==> src/design/rlhs_div.sv <==
// rlhs_div: restoring divider, one quotient bit per cycle
// used by the statistics sequencer; depends on nothing
module rlhs_div #(
   parameter int N_W = 16,
   parameter int D_W = 16
) (
   input  logic           clock,
   input  logic           reset,
   input  logic           start,
   input  logic [N_W-1:0] num,
   input  logic [D_W-1:0] den,
   output logic           done,
   output logic [N_W-1:0] quot
);
   localparam int C_W = $clog2(N_W + 1);

   logic [D_W:0]   rem_ff, rem_in, rem_sh;
   logic [N_W-1:0] num_ff, num_in;
   logic [D_W-1:0] den_ff, den_in;
   logic [C_W-1:0] cnt_ff, cnt_in;
   logic           run_ff, run_in, done_ff, done_in, ge;

   // numerator shifts out at the top while quotient bits shift in below
   assign rem_sh = {rem_ff[D_W-1:0], num_ff[N_W-1]};
   assign ge     = rem_sh >= {1'b0, den_ff};

   always_comb begin
      rem_in  = rem_ff;
      num_in  = num_ff;
      den_in  = den_ff;
      cnt_in  = cnt_ff;
      run_in  = run_ff;
      done_in = 1'b0;
      if (start) begin
         rem_in = '0;
         num_in = num;
         den_in = den;
         cnt_in = C_W'(N_W);
         run_in = 1'b1;
      end else if (run_ff) begin
         rem_in = ge ? rem_sh - {1'b0, den_ff} : rem_sh;
         num_in = {num_ff[N_W-2:0], ge};
         cnt_in = cnt_ff - 1'b1;
         if (cnt_ff == C_W'(1)) begin
            run_in  = 1'b0;
            done_in = 1'b1;
         end
      end
   end

   always_ff @(posedge clock) begin
      if (reset) begin
         run_ff  <= 1'b0;
         done_ff <= 1'b0;
         cnt_ff  <= '0;
      end else begin
         run_ff  <= run_in;
         done_ff <= done_in;
         cnt_ff  <= cnt_in;
      end
      rem_ff <= rem_in;
      num_ff <= num_in;
      den_ff <= den_in;
   end

   assign done = done_ff;
   assign quot = num_ff;
endmodule

==> config.mk <==
export PLATFORM = sky130hd
export DESIGN_NAME = rlhs_div
export DESIGN_NICKNAME = d
export VERILOG_FILES = /design/src/design/rlhs_div.sv
export SDC_FILE = /design/constraint.sdc
export NUM_CORES = 1
export LEC_CHECK = 0
export BUFFER_PORTS_ARGS = -buffer_cell sky130_fd_sc_hd__clkbuf_2
export CAP_MARGIN = 40
export CORE_AREA = 2 2 78 80
export CTS_BUF_LIST = sky130_fd_sc_hd__clkbuf_8 sky130_fd_sc_hd__clkbuf_16
export CTS_CLUSTER_DIAMETER = 60
export DETAILED_ROUTE_END_ITERATION = 12
export DIE_AREA = 0 0 80 82
export PLACE_DENSITY = 0.77
export RECOVER_POWER = 25
export SYNTH_ARGS = -nofsm -noshare
export SYNTH_HDL_FRONTEND = slang
export SYNTH_SLANG_ARGS = --single-unit
==> constraint.sdc <==
create_clock -name clock -period 5.84 [get_ports clock]
set_input_delay 0.292 -clock clock [delete_from_list [all_inputs] [get_ports clock]]
set_output_delay 0.292 -clock clock [all_outputs]
set_load 0.03 [all_outputs]
# Word level (Yosys, flattened, before mapping)
# Index checks and enable logic that the tools add are counted.
[word_totals] ff_bits=55 wordCells=24 in_bits=35 out_inout_bits=17
[classes] eq_ne=1 n_lt_le_gt_ge=1 addsub=2 n_reduce_logical=3 bitwise=1 n_mux=9
[ops] operator="2-to-1 mux 16 bit" count=3
[ops] operator=">= comparator 17 x 16 -> 1 bit" count=1
[ops] operator="subtractor 16 bit" count=1
[ops] operator="2-to-1 mux 5 bit" count=2
[ops] operator="equality test 5 x 1 -> 1 bit, second input constant" count=1
[ops] operator="subtractor 5 x 1 -> 5 bit, second input constant" count=1
[ops] operator="2-to-1 mux 1 bit" count=4
[ops] operator="OR reduction 3 bit" count=1
[ops] operator="nonzero test 2 bit" count=1
[ops] operator="OR reduction 2 bit" count=1
[ops] operator="inverter 1 bit" count=1

# Depth between registers and ports, before layout
[logic_depth] ltp_word=4 mapped_depth=11 mapped_depth_nobuf=10

# Worst setup path after synthesis
# No wires, ideal clock.
[synth_timing] path_kind="reg2reg" startpoint="reg num_ff[15] (netlist: quot[15])" endpoint="reg rem_ff[12]" n_path_buf=0 period_less_slack_ns=2.369 t_required_ns=5.715 t_arrival_ns=2.244 setup_time_ns=0.125 path_slack_ns=3.471 stages_incl_launch_ff=11 path_cell_list="edfxtp_1 -> inv_1 -> ha_1 -> fa_1 -> nor2b_1 -> o31a_1 -> or2_2 -> a211o_1 -> a31oi_1 -> xor2_1 -> o31ai_1"
[synth_between] elab_chain_cells=2 elab_cells_between_ends=3 classes_between="1 x add/sub; 1 x order compare; 1 x mux"
[synth_rtl] item="start, declared" line_no="18" text="logic [N_W-1:0] num_ff, num_in;"
[synth_rtl] item="start signal, assigned" line_no="62" text="num_ff <= num_in;"
[synth_rtl] item="subtractor 16 bit or >= comparator 17 x 16 -> 1 bit (tied branches)" line_no="41, 25"
[synth_rtl] item="2-to-1 mux 16 bit *" line_no="41" text="rem_in = ge ? rem_sh - {1'b0, den_ff} : rem_sh;"
[synth_rtl] item="end signal, assigned" line_no="61" text="rem_ff <= rem_in;"
[synth_rtl] item="end, declared" line_no="17" text="logic [D_W:0] rem_ff, rem_in, rem_sh;"
# Every way passes the cells marked *; elsewhere a longest branch is shown, timed or not.
# A chain may end at the register's enable or synchronous reset.

# Final worst setup path
[layout_timing] startpoint="in start" endpoint="reg num_ff[6] (netlist: quot[6]), enable pin"
[layout_between] elab_chain_cells=1
[layout_rtl] item="start, declared" line_no="9" text="input logic start,"
[layout_rtl] item="nonzero test 2 bit (no source line)"
# No other way between the ends.

==> results_dict.tcl <==
set metrics [dict create \
    postCtsSetupRepairBufs 0 \
    synth_edf_count 32 \
    ctsHoldBuffers 0 \
    clockBufferDepth 2 \
    violations "max-capacitance violations, max-slew violations" \
    placed_cells 401 \
    skew_ns 0.00696 \
    final_util 0.605 \
    ys_ff_latch 55 \
    ys_top_cells_by_area "edfxtp_1 (31%), dfxtp_1 (15%), ha_1 (7.3%)" \
    place.gp.congestion 0.906 \
    ant_nets 0 \
    insertion_delay_ns 0.31 \
    slowest_stage "clkbuf_1" \
    combPwrFrac 0.214 \
    worstSetupPathType "input pin to flip-flop" \
    cts_root_buf "clkbuf_8" \
    remaining_drc_errors 0 \
    dp_hpwl_mm 4.30 \
    syn_area_per_cell_um2 10.6 \
    syn2layout_area_growth_pct 12.8 \
    final.setup.tns_ns 0 \
    intPower_mw 0.650 \
    clkSlewWorstSetupHoldPaths_ns 0.09 \
    p_sw_frac 0.285 \
    rsz0062_at_grt "no" \
    cp.arrival_ns 3.53 \
    synth.distinct_cells 52 \
    fin_nets 387 \
    routed-via-count 2255 \
    ys_warn_count 0 \
    vias_per_cell 5.51 \
    yosys.area_share.simple 0.126 \
    max_stage_delay_ns 1.71 \
    numCtsBuffers 5 \
    clockPowerShare 0.278 \
    start_kind "input pin" \
    pre_cts_slack_ns 3.10 \
    synth_top_family_by_area "compound AO/OA/AOI/OAI gates" \
    critPathTopFamily "buffers and inverters" \
    status "finished, violations left" \
    grt_pass1_vias 2121 \
    max_cap_viol_count 1 \
    antennaDiodeCount 0 \
    finalWirelength_mm 5.94 \
    slew_headroom -0.614 \
    grt_pass1_wl_mm 9.98 \
    initial_core_util 0.536 \
    cts.sinks 55 \
    fin_crit_ns 3.58 \
    track_usage 0.196 \
    cts-resized-gates 0 \
    crit_path_end_kind "flip-flop" \
    path_cells "clkbuf_2 -> clkbuf_1 -> nor2_1 -> inv_1" \
    finalMaxSlewViolations 50 \
    synth-compound-area-share 0.151 \
    worst-path-max-fanout 49 \
    first_pass_iters 4 \
    cts_tree "yes" \
    ir_drop_mv 0.152 \
    htree_levels 2 \
    synth.area.mux_share 0.0841 \
    antenna_found_initial 0 \
    drt-initial-drc-count 182 \
    portBuffers 51 \
    yosysSeqAreaShare 0.462 \
    period_share 0.613 \
    setup_viol 0 \
    netlist_area_mm2 0.00308 \
    syn-instance-count 290 \
    die_w_um 80 \
    syn_nets 344 \
    total_leakage_power_nw 1.55 \
    powerDensity_mw_per_mm2 262 \
    ys.flop_type "edfxtp_1" \
    synth_xor_area_frac 0.0427 \
    hp-class "input pin to flip-flop" \
    yosys.area.top_type "edfxtp_1" \
    hold_violations 0 \
    layout-drive-gt1-share 0.251 \
    async_flop_share 0 \
    row_count 28 \
    critPathBufInv 3 \
    synth_fa_ha_area_frac 0.0796 \
    core_area_mm2 0.00575 \
    grt_overflow 0 \
    required_ns 5.79 \
    seq_power_share 0.508 \
    tightestPinTransition_ns 2.42 \
    die_area_mm2 0.00656 \
    worst_slack_ns 2.26 \
    fmax_mhz 279 \
    die-height_um 82 \
    top_level_ports 52 \
    synth_top_area_frac 0.312 \
    wl_per_cell_um 14.5 \
    instances_no_fill 409 \
    p_switching_mw 0.260 \
    grt_start_max_net_pins 50 \
]
==> flip-flops by register name, indices dropped and copies added, names as in the netlist <==
name	flops
run_ff	1
cnt_ff	5
done	1
den_ff	16
rem_ff	16
quot	16
==> through the flow <==
step,cell area (um2),hold WS (ns),power (mW)
floorplan,3080,0.364,0.612
global placement,3350,0.456,0.658
detailed placement,3370,0.471,0.663
CTS,3480,0.144,0.913
global route,3470,0.142,0.951
finish,3470,0.151,0.909
==> routing by layer <==
metal	vias up	wire length, um	GRT usage
met2	44	2840	0.316
li1	1144	-	-
met4	0	92	0.0610
met3	8	219	0.0407
met5	-	0	0
met1	1059	2780	0.268
==> path summary, 6_finish.rpt <==
check            start    endpoint  slack [ns]  cells past startpoint
max              start     quot[6]        2.26                      4
min            den[15]  den_ff[15]        0.15                      1
min reg2reg  rem_ff[5]   rem_ff[5]        0.49                      2
max reg2reg  den_ff[6]  rem_ff[10]        2.98                     10
==> cell families after synthesis <==
group	Yosys count
compound gates	60
fa+ha+maj	19
xor+xnor	15
simple gates	78
buf+inv	39
mux	24
flops	55
==> synth_stat cells, types with 9 or more instances <==
cell / n
a21oi_1: 10
clkbuf_1: 9
dfxtp_1: 23
edfxtp_1: 32
ha_1: 18
inv_1: 22
mux2_2: 15
mux2i_1: 9
nand2_1: 20
nand3_1: 9
nor2_1: 22
xnor2_1: 9
==> power by group through the flow <==
stage / clock [mW] / combinational, mW / sequential, mW
2_1_floorplan: 0 / 0.124 / 0.488
3_3_place_gp: 0 / 0.188 / 0.469
3_5_place_dp: 0 / 0.193 / 0.470
4_1_cts: 0.257 / 0.194 / 0.462
5_1_grt: 0.270 / 0.214 / 0.466
6_report: 0.253 / 0.195 / 0.462
==> area by class of cell <==
| type | instances | area (um2) |
|---|---|---|
| clock buffers | 5 | 68.8 |
| clock inverters | 3 | 43.8 |
| fillers | 495 | 2270 |
| inverters | 22 | 82.6 |
| multi-input cells | 196 | 1490 |
| flip-flops and latches | 55 | 1420 |
| well taps | 75 | 93.8 |
| repair buffers | 53 | 274 |
==> placed cells by master, fill, tap and decap left out, types with 5 or more instances in the layout <==
cell / n
inv_1: 22
mux2_2: 15
edfxtp_1: 32
clkbuf_2: 51
xnor2_1: 9
nor2_1: 22
dfxtp_1: 23
nand3_1: 9
ha_1: 18
clkbuf_8: 5
mux2i_1: 9
a211oi_1: 5
a21o_1: 6
a21oi_1: 10
o21ai_0: 5
o311ai_0: 5
nand2_1: 20
nor3_1: 5
xor2_1: 6
No activity file was read; power rests on OpenSTA's default activity.
