$ cat src/design/rlhs_mul.sv
// rlhs_mul: shift-add multiplier, one multiplier bit per cycle
// used by the statistics sequencer; depends on nothing
module rlhs_mul #(
   parameter int A_W = 8,
   parameter int B_W = 8
) (
   input  logic               clock,
   input  logic               reset,
   input  logic               start,
   input  logic [A_W-1:0]     a,
   input  logic [B_W-1:0]     b,
   output logic               done,
   output logic [A_W+B_W-1:0] prod
);
   localparam int P_W = A_W + B_W;
   localparam int C_W = $clog2(B_W + 1);

   logic [P_W-1:0] acc_ff, acc_in, a_ff, a_in;
   logic [B_W-1:0] b_ff, b_in;
   logic [C_W-1:0] cnt_ff, cnt_in;
   logic           run_ff, run_in, done_ff, done_in;

   always_comb begin
      acc_in  = acc_ff;
      a_in    = a_ff;
      b_in    = b_ff;
      cnt_in  = cnt_ff;
      run_in  = run_ff;
      done_in = 1'b0;
      if (start) begin
         acc_in = '0;
         a_in   = {{B_W{1'b0}}, a};
         b_in   = b;
         cnt_in = C_W'(B_W);
         run_in = 1'b1;
      end else if (run_ff) begin
         if (b_ff[0]) begin
            acc_in = acc_ff + a_ff;
         end
         a_in   = {a_ff[P_W-2:0], 1'b0};
         b_in   = {1'b0, b_ff[B_W-1:1]};
         cnt_in = cnt_ff - 1'b1;
         if (cnt_ff == C_W'(1)) begin
            run_in  = 1'b0;
            done_in = 1'b1;
         end
      end
   end

   always_ff @(posedge clock) begin
      if (reset) begin
         run_ff  <= 1'b0;
         done_ff <= 1'b0;
         cnt_ff  <= '0;
      end else begin
         run_ff  <= run_in;
         done_ff <= done_in;
         cnt_ff  <= cnt_in;
      end
      acc_ff <= acc_in;
      a_ff   <= a_in;
      b_ff   <= b_in;
   end

   assign done = done_ff;
   assign prod = acc_ff;
endmodule

$ cat config.mk
export PLATFORM = sky130hd
export DESIGN_NAME = rlhs_mul
export DESIGN_NICKNAME = d
export VERILOG_FILES = /design/src/design/rlhs_mul.sv
export SDC_FILE = /design/constraint.sdc
export NUM_CORES = 1
export LEC_CHECK = 0
export ABC_AREA = 0
export CORE_ASPECT_RATIO = 0.9
export CORE_MARGIN = 2
export CORE_UTILIZATION = 59
export CTS_CLUSTER_DIAMETER = 50
export DETAILED_ROUTE_END_ITERATION = 8
export DONT_BUFFER_PORTS = 1
export GPL_ROUTABILITY_DRIVEN = 0
export PLACE_DENSITY = 0.75
export SETUP_SLACK_MARGIN = 0.02
export SLEW_MARGIN = 20
export SYNTH_ARGS = -nofsm -noshare
export SYNTH_HDL_FRONTEND = slang
export SYNTH_SLANG_ARGS = --single-unit
export TNS_END_PERCENT = 100
$ cat constraint.sdc
create_clock -name clock -period 2.5 [get_ports clock]
set_input_delay 0.25 -clock clock [delete_from_list [all_inputs] [get_ports clock]]
set_output_delay 0.25 -clock clock [all_outputs]
set_load 0.02 [all_outputs]
# [After elaboration in Yosys (flattened, before gate mapping)]
# Index checks and enable logic that the tools add are counted.
# W data, S select, Z words.
[classes] addsub=2 mux=10 n_eq_ne=1 n_bitwise=1 n_reduce_logical=4
[ops] operator="$mux W8" count=4
[ops] operator="$add A16 B16 Y16" count=1
[ops] operator="$mux W4" count=2
[ops] operator="$eq A4 B1 Y1 const B" count=1
[ops] operator="$mux W1" count=4
[ops] operator="$sub A4 B1 Y4 const B" count=1
[ops] operator="$reduce_or A3 Y1" count=1
[ops] operator="$reduce_and A2 Y1" count=1
[ops] operator="$reduce_bool A2 Y1" count=1
[ops] operator="$reduce_or A2 Y1" count=1
[ops] operator="$not A1 Y1" count=1
[totals] regBits=46 wordCells=26

# [Depth between registers and ports, before layout]
# Gate-level depths: netlist of run 1.
[depth] depth_word=4 mapped_depth=8

# [Worst setup path after synthesis of run 1]
# OpenSTA, ideal clock, no wires.
[synth_timing] path_type="register -> register" from="register acc_ff[10], in the netlist prod[10]" to="register acc_ff[15], in the netlist prod[15]" setup_ps=123 period_less_slack_ps=2060 path_buffers=0 arrival_ps=1937 path_stages_with_launch=8 path_slack_ps=440 cell_sequence="dfxtp_1 > ha_1 > a21oi_1 > o21ai_0 > a221oi_2 > nand3_1 > a21oi_2 > mux2_1"
[synth_via] elab_chain_len=1
[synth_lines] element="start: declaration" line="18" text="logic [P_W-1:0] acc_ff, acc_in, a_ff, a_in;"
[synth_lines] element="start signal: assignment" line="60" text="acc_ff <= acc_in;"
[synth_lines] element="$add A16 B16 Y16" line="38" text="acc_in = acc_ff + a_ff;"
# Every way passes these cells.
# A chain may end at the register's enable or synchronous reset.

# [Final worst setup path of run 1]
[layout_timing] from="register a_ff[1]" to="register acc_ff[9], in the netlist prod[9]"
[layout_via] elab_chain_len=1
[layout_lines] element="start: declaration" line="18"
[layout_lines] element="start signal: assignment" line="61" text="a_ff <= a_in;"
[layout_lines] element="$add A16 B16 Y16" line="38"
# Every way passes these cells.

==> flow_summary_export.csv, run 1 <==
group,metric,value,unit
cts,cts_sinks,46,
final_layout,regArea,1081,um^2
setup_path,reg2reg_depth,7,
timing,max_freq,0.4473,GHz
setup_path,crit_slowest_cell,"edfxtp_1",
final_layout,num-fill-cells,340,
cts,clock_path_buffers,2,
drt,drc,0,
pwr,leakage,0.001065,uW
floorplan,start_util,0.6085,
synth,synth_seq_cells,46,
global_route,grt_pass1_wl,8259,um
global_route,grt_max_degree,45,
synth,syn_nets,287,
timing,relSlewSlack,0.6859,
pwr,p_per_area,592.2,nW/um^2
setup_path,startpoint_type,"flop",
timing,grt_setup_unrepaired,"no",
global_route,track_usage,0.2223,
drt,drtPass1Iterations,4,
global_route,globalRouteOverflowTotal,0,
floorplan,dieArea,4707,um^2
final_layout,drive_gt1_frac,0.1429,
cts,cts_tree,"done",
setup_path,cp-end-kind,"flop",
synth,async_reset_ff_frac,0,
job,drv_cap,0,
setup_path,crit_path_max_fanout,3,
pwr,worst_ir_drop_vdd,0.3882,mV
setup_path,crit_arrival,2.44,ns
place,dp_hpwl,3388,um
timing,fin_skew,0.01265,ns
cts,root_buffer,"clkbuf_8",
synth,avgSynthCellArea,9.849,um^2
cts,clk_pin_slew,0.10,ns
synth,synth_top_area_share,0.2439,
synth,synth_edf_count,16,
synth,synth_area_leaders,"dfxtp_1, edfxtp_1, ha_1",
cts,clk_latency,0.30,ns
pwr,power,1581,uW
synth,synth_area,2462,um^2
outcome,status,"complete, no violations",
synth,synth_flop_cell,"dfxtp_1",
final_layout,areaGrowthSynthToFinish,8.384,%
floorplan,ios,36,
cts,post-cts-setup-buffer-count,0,
worst_hold_path,min_path_cells,1,
timing,finalMaxSlewViolations,0,
final_layout,multi_input_area,1318,um^2
timing,setup_viol,0,
drt,totalWireLength,4838,um
cts,h-tree-depth,2,
setup_path,crit_family,"compound AO/OA/AOI/OAI gates",
setup_path,cp.required,2.70,ns
synth,netlist_instances,250,
setup_path,path_depth,7,
synth,synth_top_area_cell,"dfxtp_1",
timing,finalHoldViolCount,0,
setup_path,crit_chain,"ha_1 -> a211oi_1 -> o21ai_1 -> a31oi_1 -> o21ai_0 -> o21a_1 -> a32o_1",
synth,yosys_warnings,0,
drt,routed_via_density,5.906,
final_layout,insertedDiodeCount,0,
global_route,antenna_found_initial,0,
floorplan,row_count,22,
synth,yosysMostFrequentCell,"dfxtp_1",
synth,ys_types,43,
place,portBuffers,0,
timing,period_share,0.8943,
worst_hold_path,hold_path.class,"in -> reg",
drt,drtIter0Drc,131,
drt,avgRoutedWirePerCell,15.76,um
cts,cts_inserted_buffers,5,
setup_path,path_class,"reg -> reg",
floorplan,die_w,72.10,um
timing,min_period,2.236,ns
synth,ys_seq_area_frac,0.4390,
timing,worst_slew_pin_slew,0.4699,ns
drt,via_count,1813,
synth,synthTopCellsByCount,"dfxtp_1, nand2_1, a21oi_1",
setup_path,critPathMaxStageDelay,0.46,ns
setup_path,crit_buf_inv,0,
floorplan,die_h,65.29,um
final_layout,nNetsFinal,295,
global_route,grt_pass1_vias,1796,
drt,drtAntennaViolNets,0,
timing,fin_setup_tns,0,ns
final_layout,fin_util,0.6596,
floorplan,coreArea,4046,um^2
[logic make-up after synthesis]
| group | count (synthesis) | share of synthesized area |
|---|---|---|
| muxes | 23 | 0.1011 |
| and+or+nand+nor | 73 | 0.1347 |
| AOI/OAI and AO/OA | 63 | 0.1677 |
| xor gates and xnor gates | 10 | 0.03557 |
| buffers and inverters | 17 | 0.02743 |
| adders and majority gates | 18 | 0.09451 |
| DFF | 46 | 0.4390 |
[cell type report]
class | count | area share
clock buffers | 5 | 0.02579
repair buffers | 11 | 0.03376
clock inverters | 3 | 0.009376
inverters | 7 | 0.009845
flip-flops and latches | 46 | 0.4051
well taps | 48 | 0.02250
multi-input cells | 187 | 0.4937
[cells in the final DEF (no fill, tap or decap), types with 6 or more instances in the layout]
cell type / Yosys / final
dfxtp_1: 30 / 30
nand2_1: 28 / 28
a21oi_1: 22 / 21
nor2_1: 20 / 20
ha_1: 17 / 17
edfxtp_1: 16 / 16
mux2_2: 14 / 14
o21ai_0: 9 / 9
nand3_1: 9 / 9
xnor2_1: 8 / 8
mux2i_1: 8 / 8
buf_4: 0 / 8
inv_1: 6 / 6
a21o_1: 6 / 6
[through the flow]
step	instances	instance area, um^2	worst slack, ns	hold WS (ns)
floorplan	250	2462	0.4397	0.3191
global placement	296	2541	0.2443	0.3203
detailed placement	296	2541	0.1713	0.3252
CTS	306	2655	0.1515	0.0004042
global route	307	2669	0.03690	0.001352
finish	307	2669	0.2642	0.01356
[state kept, by name, indices dropped and copies added, names as in the netlist]
signal / flops
cnt_ff: 4
a_ff: 16
run_ff: 1
done: 1
prod: 16
b_ff: 8
[metal layers]
metal	vias to the layer above	share of wire	GRT usage
met5	-	0	0
met4	0	0.0023	0.04245
met3	2	0.053	0.05368
met2	45	0.46	0.3624
met1	842	0.48	0.3026
li1	924	-	-
[repair_timing]
| item | in CTS | in global routing |
|---|---|---|
| gates resized for setup | 0 | 2 |
| hold buffers | 2 | 1 |
| setup endpoints to repair | 0 | 2 |
| hold endpoints to repair | 3 | 3 |
[final timing paths]
kind | start | slack (ns) | endpoint
worst max-delay path | a_ff[1] | 0.26 | prod[9]
worst min-delay path | start | 0.01 | prod[1]
worst max register to register | a_ff[1] | 0.26 | prod[9]
worst min register to register | cnt_ff[1] | 0.51 | cnt_ff[1]
[power by group]
part | internal (uW) | switching (uW) | total [uW] | leakage [uW]
Sequential | 825 | 33.4 | 859 | 0.000406
Clock | 202 | 282 | 484 | 0.0000447
Combinational | 107 | 131 | 238 | 0.000614
(Power assumes the default switching activity.)
==> run 2, diff against run 1 <==
--- a/config.mk
+++ b/config.mk
@@ -7,5 +7,5 @@
 export LEC_CHECK = 0
 export ABC_AREA = 0
-export CORE_ASPECT_RATIO = 0.9
+export CORE_ASPECT_RATIO = 0.5
 export CORE_MARGIN = 2
 export CORE_UTILIZATION = 59
@@ -14,4 +14,5 @@
 export DONT_BUFFER_PORTS = 1
 export GPL_ROUTABILITY_DRIVEN = 0
+export MAX_ROUTING_LAYER = met4
 export PLACE_DENSITY = 0.75
 export SETUP_SLACK_MARGIN = 0.02
==> constraint.sdc (replaced) <==
create_clock -name clock -period 2.5 [get_ports clock]
set_input_delay 0.25 -clock clock [delete_from_list [all_inputs] [get_ports clock]]
set_output_delay 0.25 -clock clock [all_outputs]
set_load 0.005 [all_outputs]
==> run 2 against run 1 <==
- clock skew decreased by 0.0072 ns
- core utilization rose by 1.5 points
- worst setup slack worse by 0.0056 ns
- final area decreased by 0.28%
- combinational power fell by 3%
- wire length is 4.0% higher
- critical endpoint is now prod[12]
- largest cell class unchanged
- largest power group unchanged
==> flow_summary_export.csv, run 2 (same netlist as run 1, synthesis figures left out) <==
group,metric,value,unit
outcome,status,"complete, no violations",
worst_hold_path,min_path_cells,1,
timing,relSlewSlack,0.6915,
setup_path,path_class,"reg -> reg",
pwr,p_per_area,616.2,nW/um^2
timing,grt_setup_unrepaired,"no",
global_route,grt_max_degree,45,
timing,worst_slew_pin_slew,0.4606,ns
timing,finalMaxSlewViolations,0,
floorplan,die_w,95.36,um
global_route,grt_pass1_vias,1736,
cts,clock_path_buffers,2,
cts,cts_tree,"done",
cts,root_buffer,"clkbuf_8",
global_route,track_usage,0.2288,
pwr,leakage,0.001049,uW
place,portBuffers,0,
final_layout,final_common_cell,"dfxtp_1",
final_layout,nNetsFinal,291,
drt,routed_via_density,5.906,
setup_path,crit_arrival,2.45,ns
global_route,grt_pass1_wl,8128,um
job,drv_cap,0,
pwr,seqPwrFrac,0.522,
pwr,swShare,0.2501,
setup_path,crit_path_max_fanout,5,
setup_path,crit_buf_inv,0,
floorplan,dieArea,4737,um^2
drt,via_count,1825,
global_route,antenna_found_initial,0,
final_layout,regArea,1081,um^2
final_layout,fin_util,0.6748,
place,dp_hpwl,3526,um
floorplan,row_count,16,
pwr,power.switching,410.1,uW
pwr,power_frac_clock,0.338,
pwr,power,1640,uW
floorplan,ios,36,
pwr,combPwrFrac,0.140,
setup_path,reg2reg_to,"prod[12]",
setup_path,critPathMaxStageDelay,0.44,ns
floorplan,coreArea,3944,um^2
setup_path,cp.required,2.70,ns
drt,drtPass1Iterations,5,
cts,cts_sinks,46,
cts,clk_latency,0.30,ns
final_layout,insertedDiodeCount,0,
final_layout,num-fill-cells,300,
worst_hold_path,hold_path.class,"in -> reg",
setup_path,reg2reg_depth,7,
timing,fin_setup_tns,0,ns
timing,setup_viol,0,
pwr,worst_ir_drop_vdd,0.3905,mV
timing,min_period,2.241,ns
setup_path,startpoint_type,"flop",
drt,totalWireLength,5033,um
setup_path,crit_chain,"ha_1 -> fa_1 -> a21oi_2 -> o211ai_1 -> a21oi_1 -> o21ai_0 -> o311ai_1",
cts,cts_inserted_buffers,5,
drt,drc,0,
cts,h-tree-depth,2,
floorplan,start_util,0.6244,
final_layout,drive_gt1_frac,0.1176,
setup_path,cp-end-kind,"flop",
drt,avgRoutedWirePerCell,16.29,um
timing,max_freq,0.4462,GHz
worst_hold_path,min_to,"prod[3]",
final_layout,layout_common_cells,"dfxtp_1, nand2_1, a21oi_1, nor2_1, ha_1",
worst_hold_path,hold_path_startpoint,"start",
setup_path,r2r-start,"a_ff[0]",
setup_path,crit_family,"compound AO/OA/AOI/OAI gates",
drt,drtAntennaViolNets,0,
setup_path,crit_slowest_cell,"fa_1",
timing,period_share,0.8965,
global_route,globalRouteOverflowTotal,0,
timing,fin_skew,0.005434,ns
floorplan,die_h,49.68,um
pwr,internal_power,1230,uW
final_layout,areaGrowthSynthToFinish,8.079,%
setup_path,rrSetupSlack,0.26,ns
drt,drtIter0Drc,92,
cts,clk_pin_slew,0.09,ns
timing,finalHoldViolCount,0,
final_layout,multi_input_area,1318,um^2
[run 2: cell type report]
cell class / instances / share of cell area
Tap cell: 54 / 0.02539
Clock buffer: 7 / 0.02868
Inverter: 7 / 0.009873
Sequential cell: 46 / 0.4062
Clock inverter: 1 / 0.01128
Timing Repair Buffer: 7 / 0.02351
Multi-Input combinational cell: 187 / 0.4951
[run 2: worst max-delay path by stage]
stage | from | end | slack, ns | cells after the start
final | a_ff[0] | prod[12] | 0.26 | 7
after global routing | a_ff[0] | prod[12] | 0.08 | 7
after CTS | a_ff[0] | prod[12] | 0.18 | 7
after detailed placement | a_ff[0] | prod[12] | 0.21 | 7
after global placement | a_ff[0] | prod[12] | 0.22 | 7
after floorplan | a_ff[0] | prod[12] | 0.50 | 7
[run 2: repair_timing]
action / CTS / global route
gates resized for setup: 0 / 2
endpoints found under the setup margin: 0 / 1
hold buffers: 1 / 3
endpoints found under the hold margin: 2 / 4
buffers inserted: 0 / 1
[run 2: worst register-to-register path: cells and delay by family, from the launching register on]
kind                     cells  cell delay, ns
AO/OA/AOI/OAI                5            1.05
adder cells (fa/ha/maj)      2            0.68
flip-flops                   1            0.42
[run 2: layer usage]
| layer | share of wire | vias to the layer above | GRT usage |
|---|---|---|---|
| li1 | - | 914 | - |
| met5 | 0 | - | - |
| met1 | 0.48 | 851 | 0.2953 |
| met2 | 0.45 | 57 | 0.3474 |
| met4 | 0.0056 | 0 | 0.06280 |
| met3 | 0.069 | 3 | 0.07492 |
[run 2: power groups by stage]
stage	Clock [uW]	Combinational (uW)	Sequential, uW
2_1_floorplan	0	190	863
3_3_place_gp	0	207	871
3_5_place_dp	0	216	873
4_1_cts	565	218	856
5_1_grt	594	257	860
6_report	554	230	856
[run 2: stage by stage]
| stage | hold slack (ns) | setup WS [ns] | area (um^2) | cells |
|---|---|---|---|---|
| after floorplan | 0.3191 | 0.5003 | 2462 | 250 |
| after global placement | 0.3213 | 0.2176 | 2504 | 296 |
| after detailed placement | 0.3219 | 0.2091 | 2504 | 296 |
| after CTS | 0.001249 | 0.1754 | 2620 | 305 |
| after global routing | 0.001055 | 0.08021 | 2661 | 309 |
| final | 0.009544 | 0.2587 | 2661 | 309 |
==> run 3, diff against run 2 <==
- CORE_UTILIZATION: 59 -> 57
- clock period: 2.5 -> 2 ns (I/O delays scaled with it)
==> run 3 against run 2 <==
- the run now ends with setup timing left
- global-route usage up 3.4 points
- sequential cell count unchanged
- power up 30%
- clock skew up 0.00096 ns
- final area up 18%
- clock power up 9.0%
- non-clock buffer count up 47
- core utilization up 10 points
- wire length up 21%
- critical path type unchanged
- critical endpoint is now prod[8]
- largest cell class unchanged
- largest power group unchanged
==> flow_summary_export.csv, run 3 (same netlist as run 1, synthesis figures left out) <==
group,metric,value,unit
outcome,status,"finished with violations",
outcome,violations,"setup timing",
pwr,worst_ir_drop_vdd,0.4859,mV
pwr,seqPwrFrac,0.506,
pwr,power.switching,616.1,uW
floorplan,start_util,0.6119,
final_layout,layoutNonFillerInstCount,356,
timing,period_share,1.076,
setup_path,crit_family,"compound AO/OA/AOI/OAI gates",
global_route,track_usage,0.2625,
setup_path,path_class,"reg -> reg",
pwr,swShare,0.2897,
final_layout,layout_common_cells,"buf_4, dfxtp_1, nand2_1, nor2_1, a21oi_1",
setup_path,crit_arrival,2.39,ns
cts,cts_sinks,46,
setup_path,cp-end-kind,"flop",
timing,setup_viol,8,
timing,fin_skew,0.006395,ns
cts,cts_tree,"done",
setup_path,reg2reg_to,"prod[8]",
place,post-place-ws,-0.2093,ns
setup_path,crit_chain,"ha_4 -> fa_2 -> a21oi_2 -> o211ai_1 -> a31oi_1 -> xnor2_1 -> nand2_1 -> a21oi_2",
final_layout,final_common_cell,"buf_4",
setup_path,reg2reg_depth,8,
floorplan,coreArea,4024,um^2
pwr,power_frac_clock,0.284,
final_layout,num-fill-cells,255,
setup_path,crit_path_max_fanout,5,
setup_path,crit_buf_inv,0,
setup_path,critPathMaxStageDelay,0.45,ns
floorplan,die_h,50.48,um
cts,clock_path_buffers,2,
pwr,leakage,0.001266,uW
global_route,grt_max_degree,26,
drt,via_count,2094,
place,dp_hpwl,3951,um
drt,totalWireLength,6090,um
final_layout,nNetsFinal,338,
global_route,globalRouteOverflowTotal,0,
pwr,power,2126,uW
setup_path,cp_common_cell,"a21oi_2",
final_layout,insertedDiodeCount,0,
drt,avgRoutedWirePerCell,17.11,um
setup_path,rrSetupSlack,-0.15,ns
pwr,internal_power,1510,uW
drt,drtIter0Drc,99,
place,dp.cells,340,
drt,drc,0,
floorplan,die_w,96.95,um
timing,finalHoldViolCount,0,
final_layout,areaGrowthSynthToFinish,27.39,%
cts,cts_inserted_buffers,5,
timing,min_period,2.153,ns
cts,clk_latency,0.31,ns
cts,root_buffer,"clkbuf_8",
timing,finalMaxSlewViolations,0,
timing,max_freq,0.4645,GHz
worst_hold_path,min_path_cells,2,
final_layout,regArea,1081,um^2
timing,worst_slew_pin_slew,0.8849,ns
final_layout,drive_gt1_frac,0.3311,
timing,grt_setup_unrepaired,"yes",
drt,routed_via_density,5.882,
timing,setup_ws,-0.1526,ns
pwr,combPwrFrac,0.210,
pwr,p_per_area,677.9,nW/um^2
job,drv_cap,0,
final_layout,multi_input_area,1459,um^2
setup_path,startpoint_type,"flop",
timing,relSlewSlack,0.4082,
place,portBuffers,0,
floorplan,ios,36,
worst_hold_path,hold_path_startpoint,"start",
global_route,grt_pass1_wl,9825,um
drt,drtPass1Iterations,4,
floorplan,dieArea,4894,um^2
global_route,grt_pass1_vias,2126,
cts,clk_pin_slew,0.10,ns
cts,h-tree-depth,2,
setup_path,cp.required,2.23,ns
timing,hold_ws,0.03468,ns
setup_path,crit_slowest_cell,"edfxtp_1",
global_route,antenna_found_initial,0,
setup_path,r2r-start,"a_ff[0]",
floorplan,row_count,16,
worst_hold_path,min_to,"run_ff",
worst_hold_path,hold_path.class,"in -> reg",
drt,drtAntennaViolNets,0,
==> run 3: changes by cell type in the layout (fill, tap and decap cells not counted), moves of 2 or more <==
cell           before  now
a21oi_1            21   17
clkbuf_1            2    0
a21oi_2             2    5
nand2_2             0    2
nand2_1            28   26
o21ai_0             9    6
buf_4               3   52
dlygate4sd3_1       4    2
ha_2                0    2
o21ai_1             2    5
clkinvlp_4          0    2
ha_1               17    9
ha_4                0    6
==> run 3: layer usage <==
| metal | global-route usage | share of wire | vias to the layer above |
|---|---|---|---|
| li1 | - | - | 1015 |
| met1 | 0.3114 | 0.43 | 1002 |
| met2 | 0.4537 | 0.49 | 67 |
| met3 | 0.06964 | 0.065 | 10 |
| met4 | 0.07042 | 0.010 | 0 |
| met5 | - | 0 | - |
==> run 3: final cells by class <==
class,instances,area share
flip-flops and latches,46,0.3446
clock inverters,3,0.007579
multi-input cells,187,0.4651
inverters,7,0.008377
well taps,54,0.02154
clock buffers,5,0.02194
repair buffers,54,0.1308
==> run 3: metrics by stage <==
stage | utilization | TNS, ns | cell area, um^2
3_3_place_gp | 0.7114 | -0.4213 | 2863
5_1_grt | 0.7795 | -1.781 | 3137
3_5_place_dp | 0.7114 | -0.8289 | 2863
4_1_cts | 0.7668 | -0.2171 | 3085
6_report | 0.7795 | -0.6041 | 3137
2_1_floorplan | - | 0 | 2491
==> run 3: power groups by stage <==
stage | logic [uW] | clock network [uW] | registers, uW
3_3_place_gp | 351 | 0 | 1090
4_1_cts | 411 | 610 | 1070
3_5_place_dp | 366 | 0 | 1090
2_1_floorplan | 247 | 0 | 1080
6_report | 447 | 604 | 1080
5_1_grt | 490 | 649 | 1080
==> run 3: worst register-to-register path, cell delays in order (launching register included) <==
cell and delay, ns:
edfxtp_1 0.45, ha_4 0.20, fa_2 0.36, a21oi_2 0.19, o211ai_1 0.24, a31oi_1 0.26
xnor2_1 0.14, nand2_1 0.10, a21oi_2 0.14
==> run 3: what timing repair did <==
item / CTS / global route
pin swaps: 25 / 10
setup endpoints to repair: 10 / 10
hold buffers: 2 / 0
gates cloned: 0 / 0
hold endpoints to repair: 23 / 0
setup buffers: 3 / 3
resized for setup: 18 / 7
==> run 3: worst max path at each step <==
stage / start / endpoint / slack (ns) / depth (start not counted)
floorplan: a_ff[6] / prod[15] / 0.03 / 7
global placement: a_ff[0] / prod[12] / -0.13 / 7
detailed placement: a_ff[0] / prod[12] / -0.21 / 7
CTS: a_ff[0] / prod[10] / -0.08 / 9
global route: a_ff[4] / prod[7] / -0.25 / 9
finish: a_ff[0] / prod[8] / -0.15 / 8
